--- src/rtl/lrc_pkg.sv ---
package lrc_pkg;

   // fixed field widths of the request and response transactions
   localparam int CMD_BITS      = 2;
   localparam int REQ_KEY_BITS  = 32;
   localparam int REQ_DATA_BITS = 64;
   localparam int USE_BITS      = 32;
   localparam int OCC_OUT_BITS  = 5;
   localparam int TOTAL_BITS    = 32;

   // command codes
   localparam logic [CMD_BITS-1:0] CMD_PUT   = 2'd0;
   localparam logic [CMD_BITS-1:0] CMD_GET   = 2'd1;
   localparam logic [CMD_BITS-1:0] CMD_CLEAR = 2'd2;

   // sequencer states, one-hot
   typedef enum logic [1:0] {
      S_IDLE   = 2'b01,
      S_UPDATE = 2'b10
   } state_type;

   // controls broadcast to every cell of the recency chain
   typedef struct packed {
      logic capture;   // latch the key compare result
      logic clear;     // drop every entry
   } cell_ctl_type;

endpackage

--- src/rtl/lrc_if.sv ---
// request channel
interface lrc_req_if import lrc_pkg::*; ();
   logic                     valid;
   logic                     ready;
   logic [CMD_BITS-1:0]      cmd;
   logic [REQ_KEY_BITS-1:0]  key;
   logic [REQ_DATA_BITS-1:0] entry_data;

   modport source (output valid, cmd, key, entry_data, input ready);
   modport sink   (input valid, cmd, key, entry_data, output ready);
endinterface

// response channel
interface lrc_rsp_if import lrc_pkg::*; ();
   logic                     valid;
   logic                     ready;
   logic                     hit;
   logic [REQ_DATA_BITS-1:0] data_out;
   logic [USE_BITS-1:0]      use_count;
   logic [OCC_OUT_BITS-1:0]  occupancy;
   logic [TOTAL_BITS-1:0]    hit_total;
   logic [TOTAL_BITS-1:0]    miss_total;

   modport source (output valid, hit, data_out, use_count, occupancy, hit_total, miss_total,
                   input ready);
   modport sink   (input valid, hit, data_out, use_count, occupancy, hit_total, miss_total,
                   output ready);
endinterface

--- src/rtl/lrc_cell.sv ---
// one recency position: holds an entry, compares it and takes its neighbor's on a shift
module lrc_cell import lrc_pkg::*; #(
   parameter int KEY_BITS     = 32,
   parameter int PAYLOAD_BITS = 64
) (
   input  logic                    clock,
   input  logic                    reset,
   input  cell_ctl_type            ctl,
   input  logic                    shift,
   input  logic [KEY_BITS-1:0]     cmp_key,
   input  logic                    prev_valid,
   input  logic [KEY_BITS-1:0]     prev_key,
   input  logic [PAYLOAD_BITS-1:0] prev_payload,
   input  logic [USE_BITS-1:0]     prev_uses,
   output logic                    valid,
   output logic [KEY_BITS-1:0]     key,
   output logic [PAYLOAD_BITS-1:0] payload,
   output logic [USE_BITS-1:0]     uses,
   output logic                    match
);

   logic                    valid_ff, valid_in;
   logic                    match_ff, match_in;
   logic [KEY_BITS-1:0]     key_ff, key_in;
   logic [PAYLOAD_BITS-1:0] payload_ff, payload_in;
   logic [USE_BITS-1:0]     uses_ff, uses_in;

   // key compare against the incoming transaction
   assign match_in = ctl.capture ? (valid_ff && (key_ff == cmp_key)) : match_ff;

   // entry update: clear wins, else take the neighbor's entry on a shift
   always_comb begin
      valid_in   = valid_ff;
      key_in     = key_ff;
      payload_in = payload_ff;
      uses_in    = uses_ff;
      if (ctl.clear) begin
         valid_in = 1'b0;
      end else if (shift) begin
         valid_in   = prev_valid;
         key_in     = prev_key;
         payload_in = prev_payload;
         uses_in    = prev_uses;
      end
   end

   always_ff @(posedge clock) begin
      if (reset) begin
         valid_ff <= 1'b0;
         match_ff <= 1'b0;
      end else begin
         valid_ff <= valid_in;
         match_ff <= match_in;
      end
   end

   always_ff @(posedge clock) begin
      key_ff     <= key_in;
      payload_ff <= payload_in;
      uses_ff    <= uses_in;
   end

   assign valid   = valid_ff;
   assign key     = key_ff;
   assign payload = payload_ff;
   assign uses    = uses_ff;
   assign match   = match_ff;

endmodule

--- src/rtl/lru_record_cache.sv ---
// a request is taken only in the idle state, and every cell latches its key compare;
// the update state then moves the recency chain and loads the response register,
// waiting while an earlier response stalls, so each transaction is finished before
// the next request is taken
// reset: synchronous, active high; empties every entry, zeroes the hit and miss totals
// and the occupancy, drops any pending response; no clearing pass is needed
module lru_record_cache import lrc_pkg::*; #(
   parameter int ENTRIES      = 16,
   parameter int KEY_BITS     = 32,
   parameter int PAYLOAD_BITS = 64
) (
   input  logic      clock,
   input  logic      reset,
   lrc_req_if.sink   req_if,
   lrc_rsp_if.source rsp_if
);

   localparam int OCC_BITS = $clog2(ENTRIES + 1);

   state_type state_ff, state_in;

   // latched request
   logic [CMD_BITS-1:0]     cmd_ff;
   logic [KEY_BITS-1:0]     key_ff;
   logic [PAYLOAD_BITS-1:0] data_ff;

   logic [OCC_BITS-1:0]   occ_ff, occ_in;
   logic [TOTAL_BITS-1:0] hit_total_ff, hit_total_in;
   logic [TOTAL_BITS-1:0] miss_total_ff, miss_total_in;

   // response register
   logic                     rsp_valid_ff, rsp_valid_in;
   logic                     rsp_hit_ff;
   logic [REQ_DATA_BITS-1:0] rsp_data_ff;
   logic [USE_BITS-1:0]      rsp_uses_ff;

   logic accept, step;
   logic is_put, is_get, is_clear, hit, do_move;
   logic [KEY_BITS-1:0]     cmp_key;
   logic [KEY_BITS-1:0]     front_key;
   logic [PAYLOAD_BITS-1:0] front_payload;
   logic [USE_BITS-1:0]     front_uses;
   logic [PAYLOAD_BITS-1:0] sel_payload;
   logic [USE_BITS-1:0]     sel_uses;
   logic [ENTRIES-1:0]      valid_vec, match_vec, shift_vec;
   logic [KEY_BITS-1:0]     cell_key     [ENTRIES];
   logic [PAYLOAD_BITS-1:0] cell_payload [ENTRIES];
   logic [USE_BITS-1:0]     cell_uses    [ENTRIES];
   cell_ctl_type            cell_ctl;

   assign accept = req_if.valid && req_if.ready;
   assign step   = (state_ff == S_UPDATE) && (!rsp_valid_ff || rsp_if.ready);

   assign req_if.ready = (state_ff == S_IDLE);
   assign cmp_key      = KEY_BITS'(req_if.key);

   // sequencer: compare on accept, update the chain unless a response is stalled
   always_comb begin
      state_in = state_ff;
      case (state_ff)
         S_IDLE:   if (accept) state_in = S_UPDATE;
         S_UPDATE: if (step) state_in = S_IDLE;
         default:  state_in = S_IDLE;
      endcase
   end

   // command decode
   always_comb begin
      is_put   = 1'b0;
      is_get   = 1'b0;
      is_clear = 1'b0;
      case (cmd_ff)
         CMD_PUT:   is_put = 1'b1;
         CMD_GET:   is_get = 1'b1;
         CMD_CLEAR: is_clear = 1'b1;
         default:   ;
      endcase
   end

   // pick the matching entry, keys are unique among valid entries
   always_comb begin
      sel_payload = '0;
      sel_uses    = '0;
      for (int i = 0; i < ENTRIES; i++) begin
         sel_payload = sel_payload | (match_vec[i] ? cell_payload[i] : '0);
         sel_uses    = sel_uses | (match_vec[i] ? cell_uses[i] : '0);
      end
   end

   assign hit     = |match_vec;
   assign do_move = step && (is_put || (is_get && hit));

   // new front entry of the chain
   assign front_key     = key_ff;
   assign front_payload = is_put ? data_ff : sel_payload;
   assign front_uses    = hit ? (sel_uses + USE_BITS'(1)) : USE_BITS'(1);

   assign cell_ctl.capture = accept;
   assign cell_ctl.clear   = step && is_clear;

   // recency chain, position 0 is most recent
   for (genvar i = 0; i < ENTRIES; i++) begin : g_cell
      logic                    prev_valid;
      logic [KEY_BITS-1:0]     prev_key;
      logic [PAYLOAD_BITS-1:0] prev_payload;
      logic [USE_BITS-1:0]     prev_uses;

      // on a hit only positions up to the hit one move, on an insert all of them
      assign shift_vec[i] = do_move && (hit ? (|(match_vec >> i)) : 1'b1);

      if (i == 0) begin : g_head
         assign prev_valid   = 1'b1;
         assign prev_key     = front_key;
         assign prev_payload = front_payload;
         assign prev_uses    = front_uses;
      end else begin : g_link
         assign prev_valid   = valid_vec[i-1];
         assign prev_key     = cell_key[i-1];
         assign prev_payload = cell_payload[i-1];
         assign prev_uses    = cell_uses[i-1];
      end

      lrc_cell #(
         .KEY_BITS     (KEY_BITS),
         .PAYLOAD_BITS (PAYLOAD_BITS)
      ) u_cell (
         .clock        (clock),
         .reset        (reset),
         .ctl          (cell_ctl),
         .shift        (shift_vec[i]),
         .cmp_key      (cmp_key),
         .prev_valid   (prev_valid),
         .prev_key     (prev_key),
         .prev_payload (prev_payload),
         .prev_uses    (prev_uses),
         .valid        (valid_vec[i]),
         .key          (cell_key[i]),
         .payload      (cell_payload[i]),
         .uses         (cell_uses[i]),
         .match        (match_vec[i])
      );
   end

   // occupancy and totals
   always_comb begin
      occ_in        = occ_ff;
      hit_total_in  = hit_total_ff;
      miss_total_in = miss_total_ff;
      if (step) begin
         if (is_clear) begin
            occ_in = '0;
         end else if (is_put && !hit && (occ_ff < OCC_BITS'(ENTRIES))) begin
            occ_in = occ_ff + OCC_BITS'(1);
         end
         if (is_get && hit) begin
            hit_total_in = hit_total_ff + TOTAL_BITS'(1);
         end
         if (is_get && !hit) begin
            miss_total_in = miss_total_ff + TOTAL_BITS'(1);
         end
      end
   end

   // response handshake
   always_comb begin
      rsp_valid_in = rsp_valid_ff;
      if (step) begin
         rsp_valid_in = 1'b1;
      end else if (rsp_if.ready) begin
         rsp_valid_in = 1'b0;
      end
   end

   always_ff @(posedge clock) begin
      if (reset) begin
         state_ff      <= S_IDLE;
         occ_ff        <= '0;
         hit_total_ff  <= '0;
         miss_total_ff <= '0;
         rsp_valid_ff  <= 1'b0;
      end else begin
         state_ff      <= state_in;
         occ_ff        <= occ_in;
         hit_total_ff  <= hit_total_in;
         miss_total_ff <= miss_total_in;
         rsp_valid_ff  <= rsp_valid_in;
      end
   end

   // request and response payload
   always_ff @(posedge clock) begin
      if (accept) begin
         cmd_ff  <= req_if.cmd;
         key_ff  <= cmp_key;
         data_ff <= PAYLOAD_BITS'(req_if.entry_data);
      end
      if (step) begin
         rsp_hit_ff  <= (is_put || is_get) && hit;
         rsp_data_ff <= (is_get && hit) ? REQ_DATA_BITS'(sel_payload) : '0;
         rsp_uses_ff <= (is_put || (is_get && hit)) ? front_uses : '0;
      end
   end

   assign rsp_if.valid      = rsp_valid_ff;
   assign rsp_if.hit        = rsp_hit_ff;
   assign rsp_if.data_out   = rsp_data_ff;
   assign rsp_if.use_count  = rsp_uses_ff;
   assign rsp_if.occupancy  = OCC_OUT_BITS'(occ_ff);
   assign rsp_if.hit_total  = hit_total_ff;
   assign rsp_if.miss_total = miss_total_ff;

   // valid entries always fill the front of the chain and match the occupancy count
   a_occ_count: assert property (@(posedge clock) disable iff (reset)
      $countones(valid_vec) == occ_ff)
      else $error("occupancy count disagrees with valid entries");

   a_occ_bound: assert property (@(posedge clock) disable iff (reset)
      occ_ff <= OCC_BITS'(ENTRIES))
      else $error("occupancy beyond entry count");

   // a key sits in at most one entry
   a_match_unique: assert property (@(posedge clock) disable iff (reset)
      (state_ff == S_UPDATE) |-> $onehot0(match_vec))
      else $error("key matched in more than one entry");

   // a response appears only out of an update cycle
   a_rsp_source: assert property (@(posedge clock) disable iff (reset)
      $rose(rsp_valid_ff) |-> $past(state_ff == S_UPDATE))
      else $error("response raised without an update");

endmodule

--- src/flat_wrapper.sv ---
// flat-port wrapper written by rule: the top's interface ports become plain ports
module lru_record_cache_flat import lrc_pkg::*;
#(
   parameter int ENTRIES      = 16,
   parameter int KEY_BITS     = 32,
   parameter int PAYLOAD_BITS = 64
)
  (clock, reset, req_if_valid, req_if_cmd, req_if_key, req_if_entry_data, req_if_ready, rsp_if_valid, rsp_if_hit, rsp_if_data_out, rsp_if_use_count, rsp_if_occupancy, rsp_if_hit_total, rsp_if_miss_total, rsp_if_ready);
  lrc_req_if req_if_i ();
  lrc_rsp_if rsp_if_i ();
  input  logic clock;
  input  logic reset;
  input wire logic [$bits(req_if_i.valid)-1:0] req_if_valid;
  input wire logic [$bits(req_if_i.cmd)-1:0] req_if_cmd;
  input wire logic [$bits(req_if_i.key)-1:0] req_if_key;
  input wire logic [$bits(req_if_i.entry_data)-1:0] req_if_entry_data;
  output wire logic [$bits(req_if_i.ready)-1:0] req_if_ready;
  output wire logic [$bits(rsp_if_i.valid)-1:0] rsp_if_valid;
  output wire logic [$bits(rsp_if_i.hit)-1:0] rsp_if_hit;
  output wire logic [$bits(rsp_if_i.data_out)-1:0] rsp_if_data_out;
  output wire logic [$bits(rsp_if_i.use_count)-1:0] rsp_if_use_count;
  output wire logic [$bits(rsp_if_i.occupancy)-1:0] rsp_if_occupancy;
  output wire logic [$bits(rsp_if_i.hit_total)-1:0] rsp_if_hit_total;
  output wire logic [$bits(rsp_if_i.miss_total)-1:0] rsp_if_miss_total;
  input wire logic [$bits(rsp_if_i.ready)-1:0] rsp_if_ready;
  assign req_if_i.valid = req_if_valid;
  assign req_if_i.cmd = req_if_cmd;
  assign req_if_i.key = req_if_key;
  assign req_if_i.entry_data = req_if_entry_data;
  assign req_if_ready = req_if_i.ready;
  assign rsp_if_valid = rsp_if_i.valid;
  assign rsp_if_hit = rsp_if_i.hit;
  assign rsp_if_data_out = rsp_if_i.data_out;
  assign rsp_if_use_count = rsp_if_i.use_count;
  assign rsp_if_occupancy = rsp_if_i.occupancy;
  assign rsp_if_hit_total = rsp_if_i.hit_total;
  assign rsp_if_miss_total = rsp_if_i.miss_total;
  assign rsp_if_i.ready = rsp_if_ready;
  lru_record_cache #(.ENTRIES(ENTRIES), .KEY_BITS(KEY_BITS), .PAYLOAD_BITS(PAYLOAD_BITS)) u_core (.clock(clock), .reset(reset), .req_if(req_if_i), .rsp_if(rsp_if_i));
endmodule
--- config.mk ---
export PLATFORM = sky130hd
export DESIGN_NAME = lru_record_cache_flat
export DESIGN_NICKNAME = d
export VERILOG_FILES = /design/src/rtl/lrc_pkg.sv /design/src/rtl/lrc_if.sv /design/src/rtl/lrc_cell.sv /design/src/rtl/lru_record_cache.sv /design/src/flat_wrapper.sv
export SDC_FILE = /design/constraint.sdc
export NUM_CORES = 2
export LEC_CHECK = 0
export ABC_AREA = 1
export BUFFER_PORTS_ARGS = -buffer_cell sky130_fd_sc_hd__buf_2
export CORE_AREA = 2 2 353 443
export DETAILED_ROUTE_END_ITERATION = 8
export DIE_AREA = 0 0 355 445
export HOLD_SLACK_MARGIN = 0.05
export PLACE_DENSITY = 0.79
export SLEW_MARGIN = 20
export SYNTH_ARGS = -nofsm -noshare
export SYNTH_HDL_FRONTEND = slang
export SYNTH_HIERARCHICAL = 1
export SYNTH_SLANG_ARGS = --single-unit
--- constraint.sdc ---
create_clock -name clock -period 10.35 [get_ports clock]
set_input_delay 1.035 -clock clock [delete_from_list [all_inputs] [get_ports clock]]
set_output_delay 1.035 -clock clock [all_outputs]
set_load 0.05 [all_outputs]
==> results.ini <==
[clocking]
clk-insertion-delay-late_ns=0.88
ctsHoldBuffers=0
cts_max_path_buffers=3
cts_resized=0
htreeDepth=4
cts_tree=built
cts_root_buf=clkbuf_16
numCtsBuffers=211
clkTransAtPathRegs_ns=0.07
postCtsSetupRepairBufs=0
cts.sink_count=2347

[timing]
clock.fmax_mhz=184
finClkSkew_ns=0.0484
grt_setup_unrepaired=false
setup_viol=0
timing.setup.tns_ns=0
worst_pin_slew_ns=1.16
period_needed_ns=5.44
drv_slew=0
fin_crit_sh_pct=52.5
max-slew-margin-rel_pct=22.6
hold_viol=0
setup_slack_ns=4.91

[min_path]
hold_path.startpoint=req_if_entry_data[58]
min-delay-path-class=in -> reg

[pwr]
p_clk_share_pct=42.9
power.switching_mw=3.88
leakage_nw=39.1
seq_power_share_pct=55.2
ir_worst_vdd_mv=0.201
swShare_pct=20.6
powerDensity_nw_per_um2=179
p_comb_share_pct=1.9
p_int_mw=14.9
power_mw=18.8

[detailed_routing]
vias_per_cell=5.97
ant_nets=0
routed_wl_um=245000
drc_errors=0
drt_iter0_drc=7278
num_vias=62200
wire_per_inst_um=23.5
dr.pass1.iters=6

[floorplanning]
initial_core_util_pct=61.8
die_h_um=445
num_rows=161
ios=270
die_x_um=355
core_um2=154000
die_area_um2=158000

[critical_path]
critPathArrivalTime_ns=5.89
r2r_start=u_core/g_cell[13].u_cell/match
startpoint=u_core/g_cell[13].u_cell/match
critPathMostFrequentCell=nand2_1
cpLargestDelayFamily=simple AND/OR/NAND/NOR gates
startpoint_type=flop
r2r_slack_ns=4.91
slowest_delay_ns=0.95
crit_slowest_cell=dfxtp_4
cp_cell_sequence=inv_1 -> nand2_1 -> nor2_2 -> nand2_1 -> nor2_2 -> nand2_4 -> nand2_2 -> buf_4 -> o21ai_1 -> nand2_1 -> a21oi_1 -> inv_1 -> nor2_4 -> buf_4
crit_path_end_kind=flop
critical_path_class=reg -> reg
crit_required_ns=10.80
critPathMaxFanout=65
path_buf_inv=4

[layout]
multi_input_area_um2=20800
final_nets=8301
drive_above_1_share_pct=8.96
fill_cells=10100
final-seq-area_um2=69500
areaGrowthSynthToFinish_pct=10.9
final_core_util_pct=68.5

[global_route]
antenna_found_initial=3
grt_max_degree=129
grt.total_usage_pct=30.6
grt_pass1_vias=63100
grt_overflow_total=0
grt_pass1_wl_um=365000

[placed_design]
place_ws_ns=5.17
port-buffer-count=269
gp_routability_congestion=0.894
dpl.hpwl_um=145000

[logic_synthesis]
postSynthCellCount=7876
ys_warn_count=6
yosysTopAreaCell=edfxtp_1
yosys.area.top_type_share_pct=71.0
syn_area_per_cell_um2=12.0
synth_area_leaders=edfxtp_1, nand2_1, inv_1, nor2_1, dfxtp_1
ys_seq_area_share_pct=73.2
synthesis.nets=7982
synth_area_um2=94800
ys_seq_elements=2347
yosys-top-cells-count=nand2_1, edfxtp_1, inv_1
synth-edff-count=2243
ys_async_sr_fraction_pct=0
synthDistinctLibCells=51
ys.flop_type=edfxtp_1
synth.most_common_cell=nand2_1

[job]
drv_cap=0

[outcome]
status=complete, no violations

[layout by cell type (no fill, tap or decap), types with 10 or more instances in the layout]
master      netlist  routed
a221oi_1         98      98
xnor2_1         172     172
buf_12            0      17
clkbuf_16         0     212
a21oi_2          16      16
a22o_1          115     115
nor3_1           62      62
inv_1           858     857
a21oi_1         131     131
clkinvlp_4        0      10
nand2_2           9      10
nand4_1         226     226
buf_2            71     269
dfxtp_4           0      16
buf_4            28      37
edfxtp_1       2243    2243
nor4_1           23      23
nand2_1        2497    2496
o22ai_1          16      16
nand3_1         179     179
xor2_1           62      62
clkbuf_1         49      43
bufinv_16         0      26
clkinv_2          1      50
o21ai_1          17      17
dfxtp_1         104      88
o21ai_0          87      87
nor2_1          664     646
clkinv_1          2      38
nor2_4            7      25
nor2_2           15      15
[power groups by stage]
stage | Combinational (mW) | Clock, mW | Sequential, mW
3_3_place_gp | 0.326 | 0 | 10.6
3_5_place_dp | 0.340 | 0 | 10.6
2_1_floorplan | 0.178 | 0 | 10.6
6_report | 0.347 | 8.06 | 10.4
4_1_cts | 0.345 | 8.12 | 10.4
5_1_grt | 0.380 | 8.45 | 10.4
[worst register-to-register path, stage by stage, from the launching register on]
cell and delay (ns):
dfxtp_4 0.95, inv_1 0.16, nand2_1 0.13, nor2_2 0.05, nand2_1 0.14, nor2_2 0.06, nand2_4 0.16, nand2_2 0.06
buf_4 0.39, o21ai_1 0.23, nand2_1 0.35, a21oi_1 0.37, inv_1 0.14, nor2_4 0.79, buf_4 0.83
[path summary, 6_finish.rpt]
kind                                      to  cells after the start
min reg2reg  u_core/g_cell[0].u_cell/key[19]                      0
max           u_core/g_cell[5].u_cell/key[0]                     14
min                       u_core/data_ff[58]                      1
max reg2reg   u_core/g_cell[5].u_cell/key[0]                     14
[cell families after synthesis]
logic type	share of synthesized area [%]
and+or+nand+nor	15.9
DFF	73.2
buffers and inverters	4.96
AOI/OAI and AO/OA	3.70
xor gates and xnor gates	2.16
adders and majority gates	0.0528
other	0.00396
[metrics by stage]
step	std cells	hold WS, ns	cell area [um^2]
after CTS	10400	0.286	105000
after global placement	10000	0.404	98000
after global routing	10400	0.303	105000
after detailed placement	10000	0.408	98000
after floorplan	7876	0.400	94800
final	10400	0.332	105000
[metal layers]
metal | wire length [um] | track usage, % | vias up
met3 | 25000 | 5.64 | 740
met5 | 0 | 0 | -
met2 | 122000 | 52.4 | 3932
met4 | 13300 | 15.1 | 0
li1 | - | - | 27400
met1 | 84100 | 37.4 | 30200
[sequential cells by signal, indices dropped and copies added (netlist names), 16 cells and up]
signal,flops
u_core/g_cell.u_cell/key,512
u_core/g_cell.u_cell/match,16
u_core/rsp_if.miss_total,32
u_core/data_ff,64
u_core/g_cell.u_cell/payload,1024
u_core/rsp_if.hit_total,32
u_core/rsp_if.data_out,64
u_core/rsp_if.use_count,32
u_core/front_key,32
u_core/g_cell.u_cell/uses,512
u_core/g_cell.u_cell/valid,16
[layout make-up]
| cell class | count | area share [%] |
|---|---|---|
| clock buffer | 257 | 5.22 |
| timing repair buffer | 323 | 1.87 |
| inverter | 866 | 3.09 |
| clock inverter | 141 | 1.53 |
| multi-input combinational | 4446 | 19.8 |
| sequential | 2347 | 66.1 |
| antenna | 1 | 0.00238 |
| tap | 2037 | 2.42 |
No activity file was read; power rests on OpenSTA's default activity.
